## src/sv/cst_pkg.sv

```systemverilog
`default_nettype none

package cst_pkg;

   // Width of a slot index carried to the cells; covers the largest capacity (256 slots)
   localparam int IDX_W = 8;

   // Field widths of the two channels
   localparam int MODE_W  = 4;
   localparam int VALUE_W = 32;
   localparam int COUNT_W = 6;
   localparam int CURSOR_W = 5;
   localparam int ERR_W   = 2;

   typedef enum logic [MODE_W-1:0] {
      MODE_START          = 4'd0,
      MODE_END            = 4'd1,
      MODE_LAST           = 4'd2,
      MODE_ADVANCE        = 4'd3,
      MODE_RETREAT        = 4'd4,
      MODE_INSERT         = 4'd5,
      MODE_INSERT_FRONT   = 4'd6,
      MODE_ATTACH         = 4'd7,
      MODE_ATTACH_BACK    = 4'd8,
      MODE_REMOVE_CURRENT = 4'd9,
      MODE_REMOVE_FRONT   = 4'd10,
      MODE_READ           = 4'd11
   } mode_type;

   typedef enum logic [ERR_W-1:0] {
      ERR_NONE    = 2'd0,
      ERR_FULL    = 2'd1,
      ERR_NO_ITEM = 2'd2
   } err_type;

   typedef enum logic {
      ST_IDLE = 1'b0,
      ST_LOAD = 1'b1
   } state_type;

   // Broadcast from the control unit to every cell of the row
   typedef struct packed {
      logic             shift_up;    // open a gap at slot 'at'
      logic             write;       // store the new word at slot 'at'
      logic             shift_down;  // close slot 'at'
      logic [IDX_W-1:0] at;
   } cell_ctrl_type;

endpackage

`default_nettype wire

```

## src/sv/cst_ifs.sv

```systemverilog
`default_nettype none

interface cst_req_if;
   logic                         valid;
   logic                         ready;
   logic [cst_pkg::MODE_W-1:0]   mode;
   logic [cst_pkg::VALUE_W-1:0]  value;

   modport source (output valid, output mode, output value, input ready);
   modport sink   (input valid, input mode, input value, output ready);
endinterface

interface cst_rsp_if;
   logic                          valid;
   logic                          ready;
   logic [cst_pkg::VALUE_W-1:0]   current_value;
   logic                          current_valid;
   logic [cst_pkg::COUNT_W-1:0]   count;
   logic [cst_pkg::CURSOR_W-1:0]  cursor;
   logic [cst_pkg::ERR_W-1:0]     error;

   modport source (output valid, output current_value, output current_valid,
                   output count, output cursor, output error, input ready);
   modport sink   (input valid, input current_value, input current_valid,
                   input count, input cursor, input error, output ready);
endinterface

`default_nettype wire

```

## src/sv/cst_cell.sv

```systemverilog
`default_nettype none

module cst_cell #(
   parameter int INDEX      = 0,
   parameter int WORD_WIDTH = 32
) (
   input  wire logic                  clock,
   input  wire cst_pkg::cell_ctrl_type ctl,
   input  wire logic [WORD_WIDTH-1:0] word,
   input  wire logic [WORD_WIDTH-1:0] left_word,
   input  wire logic [WORD_WIDTH-1:0] right_word,
   output logic      [WORD_WIDTH-1:0] entry
);

   localparam logic [cst_pkg::IDX_W-1:0] MY_IDX = cst_pkg::IDX_W'(INDEX);

   logic [WORD_WIDTH-1:0] entry_ff;
   logic [WORD_WIDTH-1:0] entry_in;

   // Pick from the left neighbor, the new word, the right neighbor, or hold
   always_comb begin
      entry_in = entry_ff;
      if (ctl.shift_up && (MY_IDX > ctl.at)) begin
         entry_in = left_word;
      end else if (ctl.write && (MY_IDX == ctl.at)) begin
         entry_in = word;
      end else if (ctl.shift_down && (MY_IDX >= ctl.at)) begin
         entry_in = right_word;
      end
   end

   always_ff @(posedge clock) begin
      entry_ff <= entry_in;
   end

   assign entry = entry_ff;

endmodule

`default_nettype wire

```

## src/sv/cst_ctrl.sv

```systemverilog
`default_nettype none

module cst_ctrl #(
   parameter int CAPACITY_ENTRIES = 32
) (
   input  wire logic                             clock,
   input  wire logic                             reset,
   input  wire logic                             accept,
   input  wire logic [cst_pkg::MODE_W-1:0]       mode,
   output cst_pkg::cell_ctrl_type                ctl,
   output logic [$clog2(CAPACITY_ENTRIES+1)-1:0] occ,
   output logic [$clog2(CAPACITY_ENTRIES)-1:0]   pos,
   output cst_pkg::err_type                      err
);

   localparam int OCC_W = $clog2(CAPACITY_ENTRIES + 1);
   localparam int POS_W = $clog2(CAPACITY_ENTRIES);
   localparam logic [OCC_W-1:0] OCC_FULL = OCC_W'(CAPACITY_ENTRIES);
   localparam logic [POS_W-1:0] POS_LAST = POS_W'(CAPACITY_ENTRIES - 1);

   logic [OCC_W-1:0]       occ_ff, occ_in;
   logic [POS_W-1:0]       pos_ff, pos_in;
   cst_pkg::err_type       err_ff, err_in;
   cst_pkg::cell_ctrl_type ctl_c;
   logic                   full;
   logic                   has_item;
   logic [POS_W:0]         pos_ext;

   assign full     = (occ_ff == OCC_FULL);
   assign pos_ext  = {1'b0, pos_ff};
   assign has_item = (OCC_W'(pos_ext) < occ_ff);

   // Decode the operation into new count, cursor, error and a cell command
   always_comb begin
      occ_in = occ_ff;
      pos_in = pos_ff;
      err_in = cst_pkg::ERR_NONE;
      ctl_c  = '0;
      case (cst_pkg::mode_type'(mode))
         cst_pkg::MODE_START: begin
            pos_in = '0;
         end
         cst_pkg::MODE_END: begin
            pos_in = (occ_ff == '0) ? '0 : POS_W'(occ_ff - OCC_W'(1));
         end
         cst_pkg::MODE_LAST: begin
            pos_in = POS_LAST;
         end
         cst_pkg::MODE_ADVANCE: begin
            if (pos_ff != POS_LAST) pos_in = pos_ff + POS_W'(1);
         end
         cst_pkg::MODE_RETREAT: begin
            if (pos_ff != '0) pos_in = pos_ff - POS_W'(1);
         end
         cst_pkg::MODE_INSERT: begin
            if (full) begin
               err_in = cst_pkg::ERR_FULL;
            end else begin
               ctl_c.shift_up = 1'b1;
               ctl_c.write    = 1'b1;
               occ_in         = occ_ff + OCC_W'(1);
               if (has_item) begin
                  ctl_c.at = cst_pkg::IDX_W'(pos_ff);
               end else begin
                  ctl_c.at = '0;
                  pos_in   = '0;
               end
            end
         end
         cst_pkg::MODE_INSERT_FRONT: begin
            if (full) begin
               err_in = cst_pkg::ERR_FULL;
            end else begin
               ctl_c.shift_up = 1'b1;
               ctl_c.write    = 1'b1;
               ctl_c.at       = '0;
               occ_in         = occ_ff + OCC_W'(1);
               pos_in         = '0;
            end
         end
         cst_pkg::MODE_ATTACH: begin
            if (full) begin
               err_in = cst_pkg::ERR_FULL;
            end else begin
               ctl_c.shift_up = 1'b1;
               ctl_c.write    = 1'b1;
               occ_in         = occ_ff + OCC_W'(1);
               if (has_item) begin
                  ctl_c.at = cst_pkg::IDX_W'(pos_ext + (POS_W+1)'(1));
                  pos_in   = pos_ff + POS_W'(1);
               end else begin
                  ctl_c.at = cst_pkg::IDX_W'(occ_ff);
                  pos_in   = POS_W'(occ_ff);
               end
            end
         end
         cst_pkg::MODE_ATTACH_BACK: begin
            if (full) begin
               err_in = cst_pkg::ERR_FULL;
            end else begin
               ctl_c.shift_up = 1'b1;
               ctl_c.write    = 1'b1;
               ctl_c.at       = cst_pkg::IDX_W'(occ_ff);
               occ_in         = occ_ff + OCC_W'(1);
               pos_in         = POS_W'(occ_ff);
            end
         end
         cst_pkg::MODE_REMOVE_CURRENT: begin
            if (has_item) begin
               ctl_c.shift_down = 1'b1;
               ctl_c.at         = cst_pkg::IDX_W'(pos_ff);
               occ_in           = occ_ff - OCC_W'(1);
            end else begin
               err_in = cst_pkg::ERR_NO_ITEM;
            end
         end
         cst_pkg::MODE_REMOVE_FRONT: begin
            if (occ_ff != '0) begin
               ctl_c.shift_down = 1'b1;
               ctl_c.at         = '0;
               occ_in           = occ_ff - OCC_W'(1);
            end else begin
               err_in = cst_pkg::ERR_NO_ITEM;
            end
         end
         default: begin
            // read and unused codes: no change
         end
      endcase
   end

   // Command the row only on a transfer
   assign ctl = accept ? ctl_c : '0;

   always_ff @(posedge clock) begin
      if (reset) begin
         occ_ff <= '0;
         pos_ff <= '0;
      end else if (accept) begin
         occ_ff <= occ_in;
         pos_ff <= pos_in;
      end
   end

   always_ff @(posedge clock) begin
      if (accept) err_ff <= err_in;
   end

   assign occ = occ_ff;
   assign pos = pos_ff;
   assign err = err_ff;

endmodule

`default_nettype wire

```

## src/sv/cursor_sequence_table_top.sv

```systemverilog
`default_nettype none

// Channel  Dir  Handshake          Payload
// req_if   in   valid/ready        mode, value
// rsp_if   out  valid/ready        current_value, current_valid, count, cursor, error
//
// Each operation first updates the cell row, count and cursor at the transfer;
// the read stage then loads the cell at the cursor into the output register.
// Reset (synchronous, active high) empties the list and puts the cursor at 0.
// A new request is taken while an earlier response waits in the output register;
// the read stage holds until that register drains.

module cursor_sequence_table_top #(
   parameter int CAPACITY_ENTRIES = 32,
   parameter int WORD_WIDTH       = 32
) (
   input wire logic  clock,
   input wire logic  reset,
   cst_req_if.sink   req_if,
   cst_rsp_if.source rsp_if
);

   localparam int OCC_W = $clog2(CAPACITY_ENTRIES + 1);
   localparam int POS_W = $clog2(CAPACITY_ENTRIES);

   cst_pkg::state_type     state_ff, state_in;
   cst_pkg::cell_ctrl_type ctl;
   cst_pkg::err_type       err;
   logic [OCC_W-1:0]       occ;
   logic [POS_W-1:0]       pos;
   logic                   accept;
   logic                   out_free;
   logic                   load_out;
   logic [63:0]            value_wide;
   logic [WORD_WIDTH-1:0]  word;
   logic [WORD_WIDTH-1:0]  entry [CAPACITY_ENTRIES];
   logic [63:0]            read_wide;
   logic                   item_here;
   logic [15:0]            occ_wide;
   logic [15:0]            pos_wide;

   logic                             rsp_valid_ff;
   logic [cst_pkg::VALUE_W-1:0]      cur_value_ff;
   logic                             cur_valid_ff;
   logic [cst_pkg::COUNT_W-1:0]      count_ff;
   logic [cst_pkg::CURSOR_W-1:0]     cursor_ff;
   cst_pkg::err_type                 err_out_ff;

   assign accept   = req_if.valid && req_if.ready;
   assign out_free = !rsp_valid_ff || rsp_if.ready;

   // Fit the request word to the stored width
   assign value_wide = 64'(req_if.value);
   assign word       = value_wide[WORD_WIDTH-1:0];

   cst_ctrl #(
      .CAPACITY_ENTRIES(CAPACITY_ENTRIES)
   ) u_ctrl (
      .clock (clock),
      .reset (reset),
      .accept(accept),
      .mode  (req_if.mode),
      .ctl   (ctl),
      .occ   (occ),
      .pos   (pos),
      .err   (err)
   );

   // Row of cells, each handing its word to both neighbors
   for (genvar i = 0; i < CAPACITY_ENTRIES; i++) begin : g_cell
      logic [WORD_WIDTH-1:0] left_word;
      logic [WORD_WIDTH-1:0] right_word;
      if (i == 0) begin : g_first
         assign left_word = word;
      end else begin : g_mid_l
         assign left_word = entry[i-1];
      end
      if (i == CAPACITY_ENTRIES - 1) begin : g_end
         assign right_word = entry[i];
      end else begin : g_mid_r
         assign right_word = entry[i+1];
      end
      cst_cell #(
         .INDEX     (i),
         .WORD_WIDTH(WORD_WIDTH)
      ) u_cell (
         .clock     (clock),
         .ctl       (ctl),
         .word      (word),
         .left_word (left_word),
         .right_word(right_word),
         .entry     (entry[i])
      );
   end

   // Next state
   always_comb begin
      state_in = state_ff;
      case (state_ff)
         cst_pkg::ST_IDLE: if (accept) state_in = cst_pkg::ST_LOAD;
         cst_pkg::ST_LOAD: if (out_free) state_in = cst_pkg::ST_IDLE;
         default:          state_in = cst_pkg::ST_IDLE;
      endcase
   end

   // State outputs
   always_comb begin
      req_if.ready = 1'b0;
      load_out     = 1'b0;
      case (state_ff)
         cst_pkg::ST_IDLE: req_if.ready = 1'b1;
         cst_pkg::ST_LOAD: load_out     = out_free;
         default:          req_if.ready = 1'b0;
      endcase
   end

   always_ff @(posedge clock) begin
      if (reset) begin
         state_ff <= cst_pkg::ST_IDLE;
      end else begin
         state_ff <= state_in;
      end
   end

   // Read the cell under the cursor
   assign item_here = (OCC_W'({1'b0, pos}) < occ);
   assign read_wide = 64'(entry[pos]);
   assign occ_wide  = 16'(occ);
   assign pos_wide  = 16'(pos);

   // Output register: fill on load, drop on transfer
   always_ff @(posedge clock) begin
      if (reset) begin
         rsp_valid_ff <= 1'b0;
      end else if (load_out) begin
         rsp_valid_ff <= 1'b1;
      end else if (rsp_if.ready) begin
         rsp_valid_ff <= 1'b0;
      end
   end

   always_ff @(posedge clock) begin
      if (load_out) begin
         cur_value_ff <= item_here ? read_wide[cst_pkg::VALUE_W-1:0] : '0;
         cur_valid_ff <= item_here;
         count_ff     <= occ_wide[cst_pkg::COUNT_W-1:0];
         cursor_ff    <= pos_wide[cst_pkg::CURSOR_W-1:0];
         err_out_ff   <= err;
      end
   end

   assign rsp_if.valid         = rsp_valid_ff;
   assign rsp_if.current_value = cur_value_ff;
   assign rsp_if.current_valid = cur_valid_ff;
   assign rsp_if.count         = count_ff;
   assign rsp_if.cursor        = cursor_ff;
   assign rsp_if.error         = err_out_ff;

`ifndef SYNTH
   a_occ_bound: assert property (@(posedge clock) disable iff (reset)
      occ <= OCC_W'(CAPACITY_ENTRIES))
      else $error("entry count above capacity");

   a_full_err: assert property (@(posedge clock) disable iff (reset)
      load_out && (err == cst_pkg::ERR_FULL) |-> occ == OCC_W'(CAPACITY_ENTRIES))
      else $error("full error with room left");

   a_empty_remove: assert property (@(posedge clock) disable iff (reset)
      accept && (req_if.mode == cst_pkg::MODE_REMOVE_FRONT) && (occ == '0)
      |=> (err == cst_pkg::ERR_NO_ITEM) && (occ == '0))
      else $error("remove on empty list not rejected");

   a_valid_cursor: assert property (@(posedge clock) disable iff (reset)
      load_out && item_here |=> cur_valid_ff && (cursor_ff < count_ff || OCC_W > 6))
      else $error("valid item with cursor past count");

   a_one_item: assert property (@(posedge clock) disable iff (reset)
      accept |=> !req_if.ready)
      else $error("second request taken during read stage");
`endif

endmodule

`default_nettype wire
```

## src/flat_wrapper.sv

```systemverilog
// flat-port wrapper written by rule: the top's interface ports become plain ports
module cursor_sequence_table_top_flat 
#(
   parameter int CAPACITY_ENTRIES = 32,
   parameter int WORD_WIDTH       = 32
)
  (clock, reset, req_if_valid, req_if_mode, req_if_value, req_if_ready, rsp_if_valid, rsp_if_current_value, rsp_if_current_valid, rsp_if_count, rsp_if_cursor, rsp_if_error, rsp_if_ready);
  cst_req_if req_if_i ();
  cst_rsp_if rsp_if_i ();
  input wire logic clock;
  input wire logic reset;
  input wire logic [$bits(req_if_i.valid)-1:0] req_if_valid;
  input wire logic [$bits(req_if_i.mode)-1:0] req_if_mode;
  input wire logic [$bits(req_if_i.value)-1:0] req_if_value;
  output wire logic [$bits(req_if_i.ready)-1:0] req_if_ready;
  output wire logic [$bits(rsp_if_i.valid)-1:0] rsp_if_valid;
  output wire logic [$bits(rsp_if_i.current_value)-1:0] rsp_if_current_value;
  output wire logic [$bits(rsp_if_i.current_valid)-1:0] rsp_if_current_valid;
  output wire logic [$bits(rsp_if_i.count)-1:0] rsp_if_count;
  output wire logic [$bits(rsp_if_i.cursor)-1:0] rsp_if_cursor;
  output wire logic [$bits(rsp_if_i.error)-1:0] rsp_if_error;
  input wire logic [$bits(rsp_if_i.ready)-1:0] rsp_if_ready;
  assign req_if_i.valid = req_if_valid;
  assign req_if_i.mode = req_if_mode;
  assign req_if_i.value = req_if_value;
  assign req_if_ready = req_if_i.ready;
  assign rsp_if_valid = rsp_if_i.valid;
  assign rsp_if_current_value = rsp_if_i.current_value;
  assign rsp_if_current_valid = rsp_if_i.current_valid;
  assign rsp_if_count = rsp_if_i.count;
  assign rsp_if_cursor = rsp_if_i.cursor;
  assign rsp_if_error = rsp_if_i.error;
  assign rsp_if_i.ready = rsp_if_ready;
  cursor_sequence_table_top #(.CAPACITY_ENTRIES(CAPACITY_ENTRIES), .WORD_WIDTH(WORD_WIDTH)) u_core (.clock(clock), .reset(reset), .req_if(req_if_i), .rsp_if(rsp_if_i));
endmodule
```

## config.mk

```make
export PLATFORM = sky130hd
export DESIGN_NAME = cursor_sequence_table_top_flat
export DESIGN_NICKNAME = d
export VERILOG_FILES = /design/src/sv/cst_pkg.sv /design/src/sv/cst_ifs.sv /design/src/sv/cst_cell.sv /design/src/sv/cst_ctrl.sv /design/src/sv/cursor_sequence_table_top.sv /design/src/flat_wrapper.sv
export SDC_FILE = /design/constraint.sdc
export NUM_CORES = 2
export LEC_CHECK = 0
export BUFFER_PORTS_ARGS = -buffer_cell sky130_fd_sc_hd__clkbuf_2
export CORE_MARGIN = 3
export CORE_UTILIZATION = 64
export CTS_CLUSTER_SIZE = 24
export DETAILED_ROUTE_END_ITERATION = 6
export GPL_TIMING_DRIVEN = 0
export MAX_ROUTING_LAYER = met4
export PLACE_DENSITY = 0.84
export SYNTH_ARGS = -nofsm -noshare
export SYNTH_HDL_FRONTEND = slang
export SYNTH_SLANG_ARGS = --single-unit
```

## constraint.sdc

```tcl
create_clock -name clock -period 6.45 [get_ports clock]
set_input_delay 0 -clock clock [delete_from_list [all_inputs] [get_ports clock]]
set_output_delay 0 -clock clock [all_outputs]
set_load 0.01 [all_outputs]
```

After elaboration in Yosys (flattened, before gate mapping)
Index checks and enable logic that the tools add are counted.
{ "totals": {"register_bits": 1085, "latch_bits": 0, "mem_bits_rw": 0, "romBits": 0, "in_bits": 40, "out_inout_bits": 48, "n_memories": 0} }
{ "classes": {"addsub": 5, "mul": 0, "div_mod_pow": 0, "order_cmp": 65, "eq_ne": 53, "shifts": 0, "muxes": 135, "n_bitwise": 2, "n_reduce_logical": 141} }
{ "ops": {"columns": ["operator", "n"], "rows": [
  ["2-to-1 mux 32 bit", 97],
  ["binary-select mux 32 bit (select 5 bit)", 1],
  ["equality test 5 x 8 -> 1 bit (first input constant)", 16],
  ["greater-than comparator 5 x 8 -> 1 bit (first input constant)", 16],
  [">= comparator 5 x 8 -> 1 bit (first input constant)", 15],
  ["logical AND 1 bit", 96],
  ["nonzero test 3 bit", 32],
  ["equality test 4 x 8 -> 1 bit (first input constant)", 8],
  [">= comparator 4 x 8 -> 1 bit (first input constant)", 8],
  ["greater-than comparator 4 x 8 -> 1 bit (first input constant)", 8],
  ["2-to-1 mux 5 bit", 10],
  ["one-hot mux 5 bit (9 select lines)", 1],
  ["one-hot mux 8 bit (5 select lines)", 1],
  ["2-to-1 mux 6 bit", 6],
  ["equality test 3 x 8 -> 1 bit (first input constant)", 4],
  [">= comparator 3 x 8 -> 1 bit (first input constant)", 4],
  ["greater-than comparator 3 x 8 -> 1 bit (first input constant)", 4],
  ["2-to-1 mux 9 bit", 2],
  ["inequality test 2 bit (second input constant)", 9],
  ["one-hot mux 6 bit (3 select lines)", 1],
  ["equality test 2 x 8 -> 1 bit (first input constant)", 2],
  ["equality test 4 x 3 -> 1 bit (second input constant)", 4],
  [">= comparator 1 x 8 -> 1 bit (first input constant)", 2],
  [">= comparator 2 x 8 -> 1 bit (first input constant)", 2],
  ["other kinds (36)", 52]
]} }

Depth between registers and ports, before layout
{ "logic_depth": {"word_depth": 10, "mapped_depth": 19} }

Modules after synthesis
Synthesis repeated with hierarchy kept, for this count alone.
{ "unflattened": {"cells_unflattened": 6418, "hier_area_um2": 74408.9} }
{ "by_module_without_submodules": {"columns": ["mod", "n_inst", "cells_per_inst", "area_each_um2", "seq_area_each_um2"], "rows": [
  ["cursor_sequence_table_top", 1, 900, 9977.1, 1421.4],
  ["cst_cell (u_core.g_cell[15].u_cell ...)", 2, 117, 1774.2, 960.9],
  ["cst_cell (u_core.g_cell[8].u_cell)", 1, 232, 2591.2, 960.9],
  ["cst_cell (u_core.g_cell[28].u_cell)", 1, 197, 2252.2, 960.9],
  ["cst_cell (u_core.g_cell[12].u_cell)", 1, 200, 2230.9, 960.9],
  ["cst_cell (u_core.g_cell[24].u_cell)", 1, 198, 2214.6, 960.9],
  ["cst_cell (u_core.g_cell[20].u_cell)", 1, 206, 2147.1, 960.9],
  ["cst_cell (u_core.g_cell[11].u_cell)", 1, 208, 2143.3, 960.9],
  ["cst_cell (u_core.g_cell[4].u_cell)", 1, 125, 2129.5, 960.9],
  ["cst_cell (u_core.g_cell[22].u_cell)", 1, 210, 2115.8, 960.9],
  ["cst_cell (u_core.g_cell[13].u_cell)", 1, 205, 2105.8, 960.9],
  ["cst_cell (u_core.g_cell[19].u_cell)", 1, 209, 2102.0, 960.9],
  ["cst_cell (u_core.g_cell[27].u_cell)", 1, 208, 2097.0, 960.9],
  ["cst_cell (u_core.g_cell[16].u_cell)", 1, 198, 2094.5, 960.9],
  ["+19 rows", null, null, null, null]
]} }

Least setup slack after synthesis
No wires, ideal clock.
{ "synth_path": {"path_type": "reg-to-reg", "start": "reg u_core.u_ctrl.pos_ff[3], in the netlist u_core.u_ctrl.pos[3]", "end": "reg u_core.g_cell[4].u_cell.entry_ff[0] (enable)", "setup_time_ns": 0.432, "arrival_ns": 5.453, "t_required_ns": 6.018, "slack_ns": 0.565, "stages_incl_launch_ff": 14, "path_buffers": 4, "synth_period_minus_slack_ns": 5.885, "cell_sequence": "dfxtp_1 -> clkbuf_1 -> buf_1 -> clkbuf_1 -> and3_1 -> ha_1 -> a32o_1 -> a311o_1 -> nand2_1 -> buf_2 -> o21ai_1 -> inv_1 -> nand2_1 -> a21oi_1"} }
{ "synth_between": {"elab_chain_cells": 8} }
{ "synth_lines": {"columns": ["element", "line", "text"], "rows": [
  ["from (decl)", "cst_ctrl.sv:22", "logic [POS_W-1:0] pos_ff, pos_in;"],
  ["from (signal assigned)", "cst_ctrl.sv:141", "pos_ff <= pos_in;"],
  ["adder 5 x 1 -> 6 bit or < comparator 5 x 6 -> 1 bit (tied branches)", "cst_ctrl.sv:89, cst_ctrl.sv:31", null],
  ["2-to-1 mux 6 bit or 2-to-1 mux 5 bit (tied branches)", "cst_ctrl.sv:88, cst_ctrl.sv:62", null],
  ["2-to-1 mux 6 bit or 2-to-1 mux 8 bit (tied branches)", "cst_ctrl.sv:82, cst_ctrl.sv:56", null],
  ["one-hot mux 8 bit (5 select lines)", "cst_ctrl.sv:39", "case (cst_pkg::mode_type'(mode))"],
  ["2-to-1 mux 11 bit *", "cst_ctrl.sv:133", "assign ctl = accept ? ctl_c : '0;"],
  ["greater-than comparator 3 x 8 -> 1 bit (tied with other cells)", "cst_cell.sv:23", "if (ctl.shift_up && (MY_IDX > ctl.at)) begin"],
  ["logical AND 1 bit, on equally long branches", "cst_cell.sv:23, cst_cell.sv:25, cst_cell.sv:27", null],
  ["nonzero test 3 bit (no line) *", null, null],
  ["to (signal assigned)", "cst_cell.sv:33", "entry_ff <= entry_in;"],
  ["to (decl)", "cst_cell.sv:17", "logic [WORD_WIDTH-1:0] entry_ff;"]
]} }
Every way passes the cells marked *; elsewhere a longest branch is shown, timed or not.
A chain may end at the register's enable or synchronous reset.

Worst setup path in the final report
{ "layout_path": {"start": "reg u_core.u_ctrl.pos_ff[1], in the netlist u_core.u_ctrl.pos[1]", "end": "reg u_core.g_cell[28].u_cell.entry_ff[15] (data pin)"} }
{ "layout_between": {"elab_chain_cells": 9} }
{ "layout_lines": {"columns": ["element", "line", "text"], "rows": [
  ["adder 5 x 1 -> 6 bit or < comparator 5 x 6 -> 1 bit (tied branches)", "cst_ctrl.sv:89, cst_ctrl.sv:31", null],
  ["2-to-1 mux 6 bit or 2-to-1 mux 5 bit (tied branches)", "cst_ctrl.sv:88, cst_ctrl.sv:62", null],
  ["2-to-1 mux 6 bit or 2-to-1 mux 8 bit (tied branches)", "cst_ctrl.sv:82, cst_ctrl.sv:56", null],
  ["one-hot mux 8 bit (5 select lines) *", "cst_ctrl.sv:39", null],
  ["2-to-1 mux 11 bit *", "cst_ctrl.sv:133", null],
  ["branches (longest 3 deep; another with greater-than comparator 5 x 8 -> 1 bit)", null, null],
  ["2-to-1 mux 32 bit *", "cst_cell.sv:23", null],
  ["named net u_core.g_cell[28].u_cell.entry_in[15]", "cst_cell.sv:18", "logic [WORD_WIDTH-1:0] entry_in;"],
  ["to (signal assigned)", "cst_cell.sv:33", null],
  ["to (decl)", "cst_cell.sv:17", null]
]} }
Mark *: on every way through the listed nets, which the timed path passes.

==> impl_metrics.prom <==
# TYPE chip_impl_metric gauge
chip_impl_info{name="status",value="complete, but fails checks"} 1
chip_impl_info{name="failing_checks",value="design-rule violations, max-capacitance violations, max-slew violations, negative setup slack"} 1
chip_impl_metric{name="rows",unit=""} 113
chip_impl_metric{name="area_growth_syn_to_layout",unit="%"} 11.21
chip_impl_info{name="synth_ff_type",value="edfxtp_1"} 1
chip_impl_metric{name="vias",unit=""} 50160
chip_impl_metric{name="worst_slew_margin_rel",unit=""} -0.02245
chip_impl_info{name="synth.largest_area_cell",value="edfxtp_1"} 1
chip_impl_metric{name="cp_max_fo",unit=""} 19
chip_impl_metric{name="drv_cap",unit=""} 1
chip_impl_metric{name="seq_power_share",unit=""} 0.477
chip_impl_metric{name="setup_viol",unit=""} 1
chip_impl_metric{name="max_freq",unit="GHz"} 0.1549
chip_impl_info{name="tritoncts",value="done"} 1
chip_impl_metric{name="detail_route.iter0.violations",unit=""} 9882
chip_impl_metric{name="power.net_switching",unit="W"} 0.004913
chip_impl_metric{name="internal_power",unit="W"} 0.01286
chip_impl_metric{name="timing.critical_path.required",unit="ns"} 6.92
chip_impl_metric{name="worst_skew",unit="ns"} 0.02555
chip_impl_metric{name="combinational_share_of_power",unit=""} 0.152
chip_impl_metric{name="yosys_register_bits",unit=""} 1085
chip_impl_metric{name="drive_above_1_share",unit=""} 0.1805
chip_impl_info{name="hold_path_startpoint",value="reset"} 1
chip_impl_metric{name="ys.warnings.count",unit=""} 0
chip_impl_metric{name="ant_nets",unit=""} 0
chip_impl_metric{name="drv_slew",unit=""} 11
chip_impl_metric{name="placement.cell_area",unit="mm^2"} 0.06488
chip_impl_metric{name="ios",unit=""} 88
chip_impl_metric{name="vias_in_the_first_global_route",unit=""} 48150
chip_impl_metric{name="design_area",unit="mm^2"} 0.06894
chip_impl_metric{name="tritoncts.num_buffers",unit=""} 116
chip_impl_metric{name="post_synth_instance_area",unit="mm^2"} 0.06200
chip_impl_metric{name="critical_path_arrival",unit="ns"} 6.92
chip_impl_metric{name="clock_tree_sinks",unit=""} 1085
chip_impl_info{name="synth.top_cells.by_area",value="edfxtp_1 (52%), mux4_2 (12%), mux2i_1 (6.8%)"} 1
chip_impl_metric{name="core_area",unit="mm^2"} 0.09558
chip_impl_metric{name="finish.net_count",unit=""} 5423
chip_impl_metric{name="synthesis.instances",unit=""} 5109
chip_impl_metric{name="floorplan.die.height",unit="um"} 317.2
chip_impl_metric{name="worst_setup_hold_path_clk_slew",unit="ns"} 0.06
chip_impl_info{name="timing.hold.worst_endpoint",value="u_core.u_ctrl.pos[0]"} 1
chip_impl_metric{name="irDropWorstVdd",unit="mV"} 0.2562
chip_impl_metric{name="r2r.worst_path.cells",unit=""} 13
chip_impl_info{name="cts_root_buffer",value="clkbuf_16"} 1
chip_impl_metric{name="post-synth-top-area-fraction",unit=""} 0.5192
chip_impl_metric{name="post-route-period-util",unit=""} 1.001
chip_impl_metric{name="htree_levels",unit=""} 3
chip_impl_metric{name="port-buffer-count",unit=""} 83
chip_impl_info{name="yosys.cell_count.top_type",value="edfxtp_1"} 1
chip_impl_metric{name="power_per_cell_area",unit="mW/mm^2"} 257.8
chip_impl_metric{name="r2r_setup_slack",unit="ns"} -0.005
chip_impl_metric{name="clk_path_buf_depth",unit=""} 3
chip_impl_metric{name="gp_weighted_congestion",unit=""} 1.025
chip_impl_metric{name="floorplan.die_area",unit="mm^2"} 0.1006
chip_impl_info{name="worstPathCellList",value="clkbuf_2, clkdlybuf4s15_2, inv_1, ha_1, a22oi_1, o221ai_1, a2bb2oi_2, nand2_1, nand2_1, o22ai_2, nor3_4, buf_4, mux2_1"} 1
chip_impl_metric{name="worstPathBufferInverterCount",unit=""} 4
chip_impl_info{name="worst_path_most_repeated_cell",value="nand2_1"} 1
chip_impl_info{name="cp_top_family",value="simple AND/OR/NAND/NOR gates"} 1
chip_impl_metric{name="routed_via_density",unit=""} 7.426
chip_impl_info{name="synthTopCellsByCount",value="edfxtp_1 (1072), nand2_1 (722), mux2i_1 (420)"} 1
chip_impl_metric{name="clockPowerShare",unit=""} 0.371
chip_impl_info{name="r2r_end",value="u_core.g_cell[28].u_cell.entry[15]"} 1
chip_impl_metric{name="routedWlPerCell",unit="um"} 33.24
chip_impl_metric{name="overflow",unit=""} 0
chip_impl_metric{name="postLayoutSetupSlackWorst",unit="ns"} -0.004516
chip_impl_metric{name="hold_violations",unit=""} 0
chip_impl_metric{name="p_leak",unit="nW"} 24.70
chip_impl_metric{name="worstHoldPathCells",unit=""} 3
chip_impl_info{name="worst_hold_path_class",value="in2reg"} 1
chip_impl_info{name="gr-max-usage-layer",value="met2"} 1
chip_impl_metric{name="global_route.usage.met1",unit=""} 0.5774
chip_impl_metric{name="detailed_place_hpwl",unit="um"} 175200
chip_impl_metric{name="synth_enable_flop_cells",unit=""} 1072
chip_impl_metric{name="synth.distinct_cells",unit=""} 81
chip_impl_metric{name="firstDrtPassIters",unit=""} 7
chip_impl_info{name="unrepaired_setup_endpoints_after_global_routing",value="no"} 1
chip_impl_metric{name="first_pass_grt_wire_length",unit="um"} 317600
chip_impl_info{name="slowest_stage",value="nand2_1"} 1
chip_impl_metric{name="worst-slew-pin-transition",unit="ns"} 1.534
chip_impl_metric{name="drc",unit=""} 20
chip_impl_metric{name="gr-usage-met2",unit=""} 0.6400
chip_impl_metric{name="postSynth.asyncResetShare",unit=""} 0
chip_impl_metric{name="place_worst_setup_slack",unit="ns"} -1.943
chip_impl_metric{name="number_of_antenna_violations_at_the_first_check_in_global_routing",unit=""} 14
chip_impl_metric{name="ys_seq_area_frac",unit=""} 0.5234
chip_impl_metric{name="grt_util_met3",unit=""} 0.1861
chip_impl_metric{name="filler_cell_count",unit=""} 6419
chip_impl_info{name="setup.worst_path.end_class",value="register"} 1
chip_impl_metric{name="die_width",unit="um"} 317.2
chip_impl_info{name="reg2reg_from",value="u_core.u_ctrl.pos[1]"} 1
chip_impl_metric{name="synth.avg_cell_area",unit="um^2"} 12.13
chip_impl_metric{name="clk-insertion-delay-late",unit="ns"} 0.73
chip_impl_metric{name="crit_path_max_incr_delay",unit="ns"} 0.81
chip_impl_metric{name="start_util",unit=""} 0.6486
chip_impl_metric{name="grt.total_usage",unit=""} 0.4520
chip_impl_metric{name="synth.net_count",unit=""} 5159
chip_impl_info{name="crit_type",value="reg2reg"} 1
chip_impl_metric{name="maximum_number_of_pins_on_one_net_before_global_route_repair",unit=""} 41
chip_impl_metric{name="wirelength",unit="um"} 224600
chip_impl_metric{name="final_min_period",unit="ns"} 6.455
chip_impl_metric{name="power_switching_share",unit=""} 0.2764
chip_impl_info{name="worst_setup_path_start_kind",value="register"} 1
==> kinds of logic after synthesis <==
group / after synthesis / synth area share
adder cells (fa/ha/maj): 10 / 0.002018
XOR/XNOR: 10 / 0.001413
AO/OA/AOI/OAI: 1141 / 0.1187
multiplexers: 987 / 0.2289
AND/OR/NAND/NOR: 1283 / 0.08678
flip-flops: 1085 / 0.5234
buffers and inverters: 593 / 0.03869
==> metal layers <==
metal	vias up	share of wire
met1	24490	0.34
li1	20250	-
met3	676	0.18
met5	-	0
met2	4751	0.43
met4	0	0.052
==> metrics by stage <==
| step | total power [W] | hold slack (ns) | utilization | setup TNS [ns] | instances |
|---|---|---|---|---|---|
| finish | 0.01778 | 0.09762 | 0.7213 | -0.004516 | 6755 |
| CTS | 0.01755 | 0.06499 | 0.7207 | 0 | 6733 |
| global placement | 0.01098 | 0.2652 | 0.6696 | -1816.98 | 6457 |
| global route | 0.01808 | 0.1139 | 0.7213 | 0 | 6752 |
| floorplan | 0.01008 | 0.07214 | - | 0 | 5109 |
| detailed placement | 0.01113 | 0.2644 | 0.6788 | -625.45 | 6482 |
==> power by group through the flow <==
stage | Clock, W | Combinational (W) | Sequential, W
floorplan | 0 | 0.00156 | 0.00852
global placement | 0 | 0.00237 | 0.00861
detailed placement | 0 | 0.00252 | 0.00860
CTS | 0.00653 | 0.00256 | 0.00846
global route | 0.00681 | 0.00276 | 0.00850
finish | 0.00659 | 0.00270 | 0.00849
==> cells in the final DEF, fill, tap and decap left out, types with 24 or more instances in the layout <==
| cell type | netlist | layout |
|---|---|---|
| clkbuf_1 | 354 | 381 |
| o22ai_1 | 131 | 131 |
| clkbuf_2 | 0 | 87 |
| inv_1 | 85 | 84 |
| nand3_1 | 52 | 52 |
| buf_4 | 19 | 24 |
| mux2i_1 | 420 | 420 |
| a221o_1 | 70 | 70 |
| and2_1 | 67 | 67 |
| clkbuf_16 | 0 | 118 |
| buf_2 | 81 | 82 |
| a222oi_1 | 32 | 32 |
| edfxtp_1 | 1072 | 1072 |
| nand2_1 | 722 | 722 |
| o21ai_1 | 26 | 26 |
| buf_1 | 51 | 47 |
| clkinv_1 | 0 | 30 |
| mux4_2 | 320 | 320 |
| mux2_2 | 219 | 219 |
| nor2_1 | 351 | 341 |
| a21oi_1 | 214 | 199 |
| mux2_1 | 28 | 28 |
| a22oi_1 | 220 | 220 |
| a31oi_1 | 29 | 29 |
| dlygate4sd3_1 | 0 | 34 |
| o21ai_0 | 329 | 328 |
| a2bb2oi_1 | 32 | 32 |
==> final cells by class <==
cell class                 count  area, um^2  area share
timing repair buffer         146        1379     0.02000
buffer                       504        2078     0.03014
inverter                      88       334.1    0.004846
tap                         1265        1583     0.02296
sequential                  1085       32450      0.4707
timing repair inverter         1       5.005  0.00007259
multi-input combinational   3431       27450      0.3981
clock inverter                65       533.0    0.007731
antenna                       21       52.55   0.0007622
clock buffer                 149        3079     0.04466
==> what timing repair did <==
action | CTS | global route
endpoints found under the hold margin | 94 | 0
setup buffers | 3 | 0
setup endpoints to repair | 1257 | 22
hold buffers | 34 | 0
cloned | 1 | 0
resized for setup | 7 | 1
pin swaps | 0 | 0
==> sequential cells by signal, indices dropped and copies added, names as in the netlist <==
name	flops
u_core.rsp_if.current_value	32
u_core.u_ctrl.occ	6
u_core.u_ctrl.err	2
u_core.rsp_if.valid	1
u_core.rsp_if.cursor	5
u_core.g_cell.u_cell.entry	1024
u_core.state_ff	1
u_core.rsp_if.count	6
u_core.u_ctrl.pos	5
u_core.rsp_if.error	2
u_core.rsp_if.current_valid	1
==> worst max-delay path by stage <==
| stage | start | end | slack (ns) | cells past startpoint |
|---|---|---|---|---|
| finish | u_core.u_ctrl.pos[1] | u_core.g_cell[28].u_cell.entry[15] | -0.005 | 13 |
| floorplan | u_core.u_ctrl.pos[3] | u_core.g_cell[4].u_cell.entry[0] | 0.57 | 13 |
| global route | u_core.u_ctrl.pos[0] | u_core.g_cell[28].u_cell.entry[18] | 0.07 | 12 |
| detailed placement | u_core.u_ctrl.pos[3] | u_core.g_cell[7].u_cell.entry[18] | -1.94 | 13 |
| global placement | u_core.u_ctrl.pos[3] | u_core.g_cell[28].u_cell.entry[17] | -3.38 | 12 |
| CTS | u_core.u_ctrl.pos[3] | u_core.g_cell[11].u_cell.entry[1] | 0.10 | 13 |
==> worst reg2reg max path, delay by kind of cell (launching register included) <==
family,cells,cell delay [ns]
AOI/OAI and AO/OA,4,1.33
buffers and inverters,4,1.81
muxes,1,0.36
adders and majority gates,1,0.38
DFF,1,0.50
and+or+nand+nor,3,1.82
No activity file was read; power rests on OpenSTA's default activity.
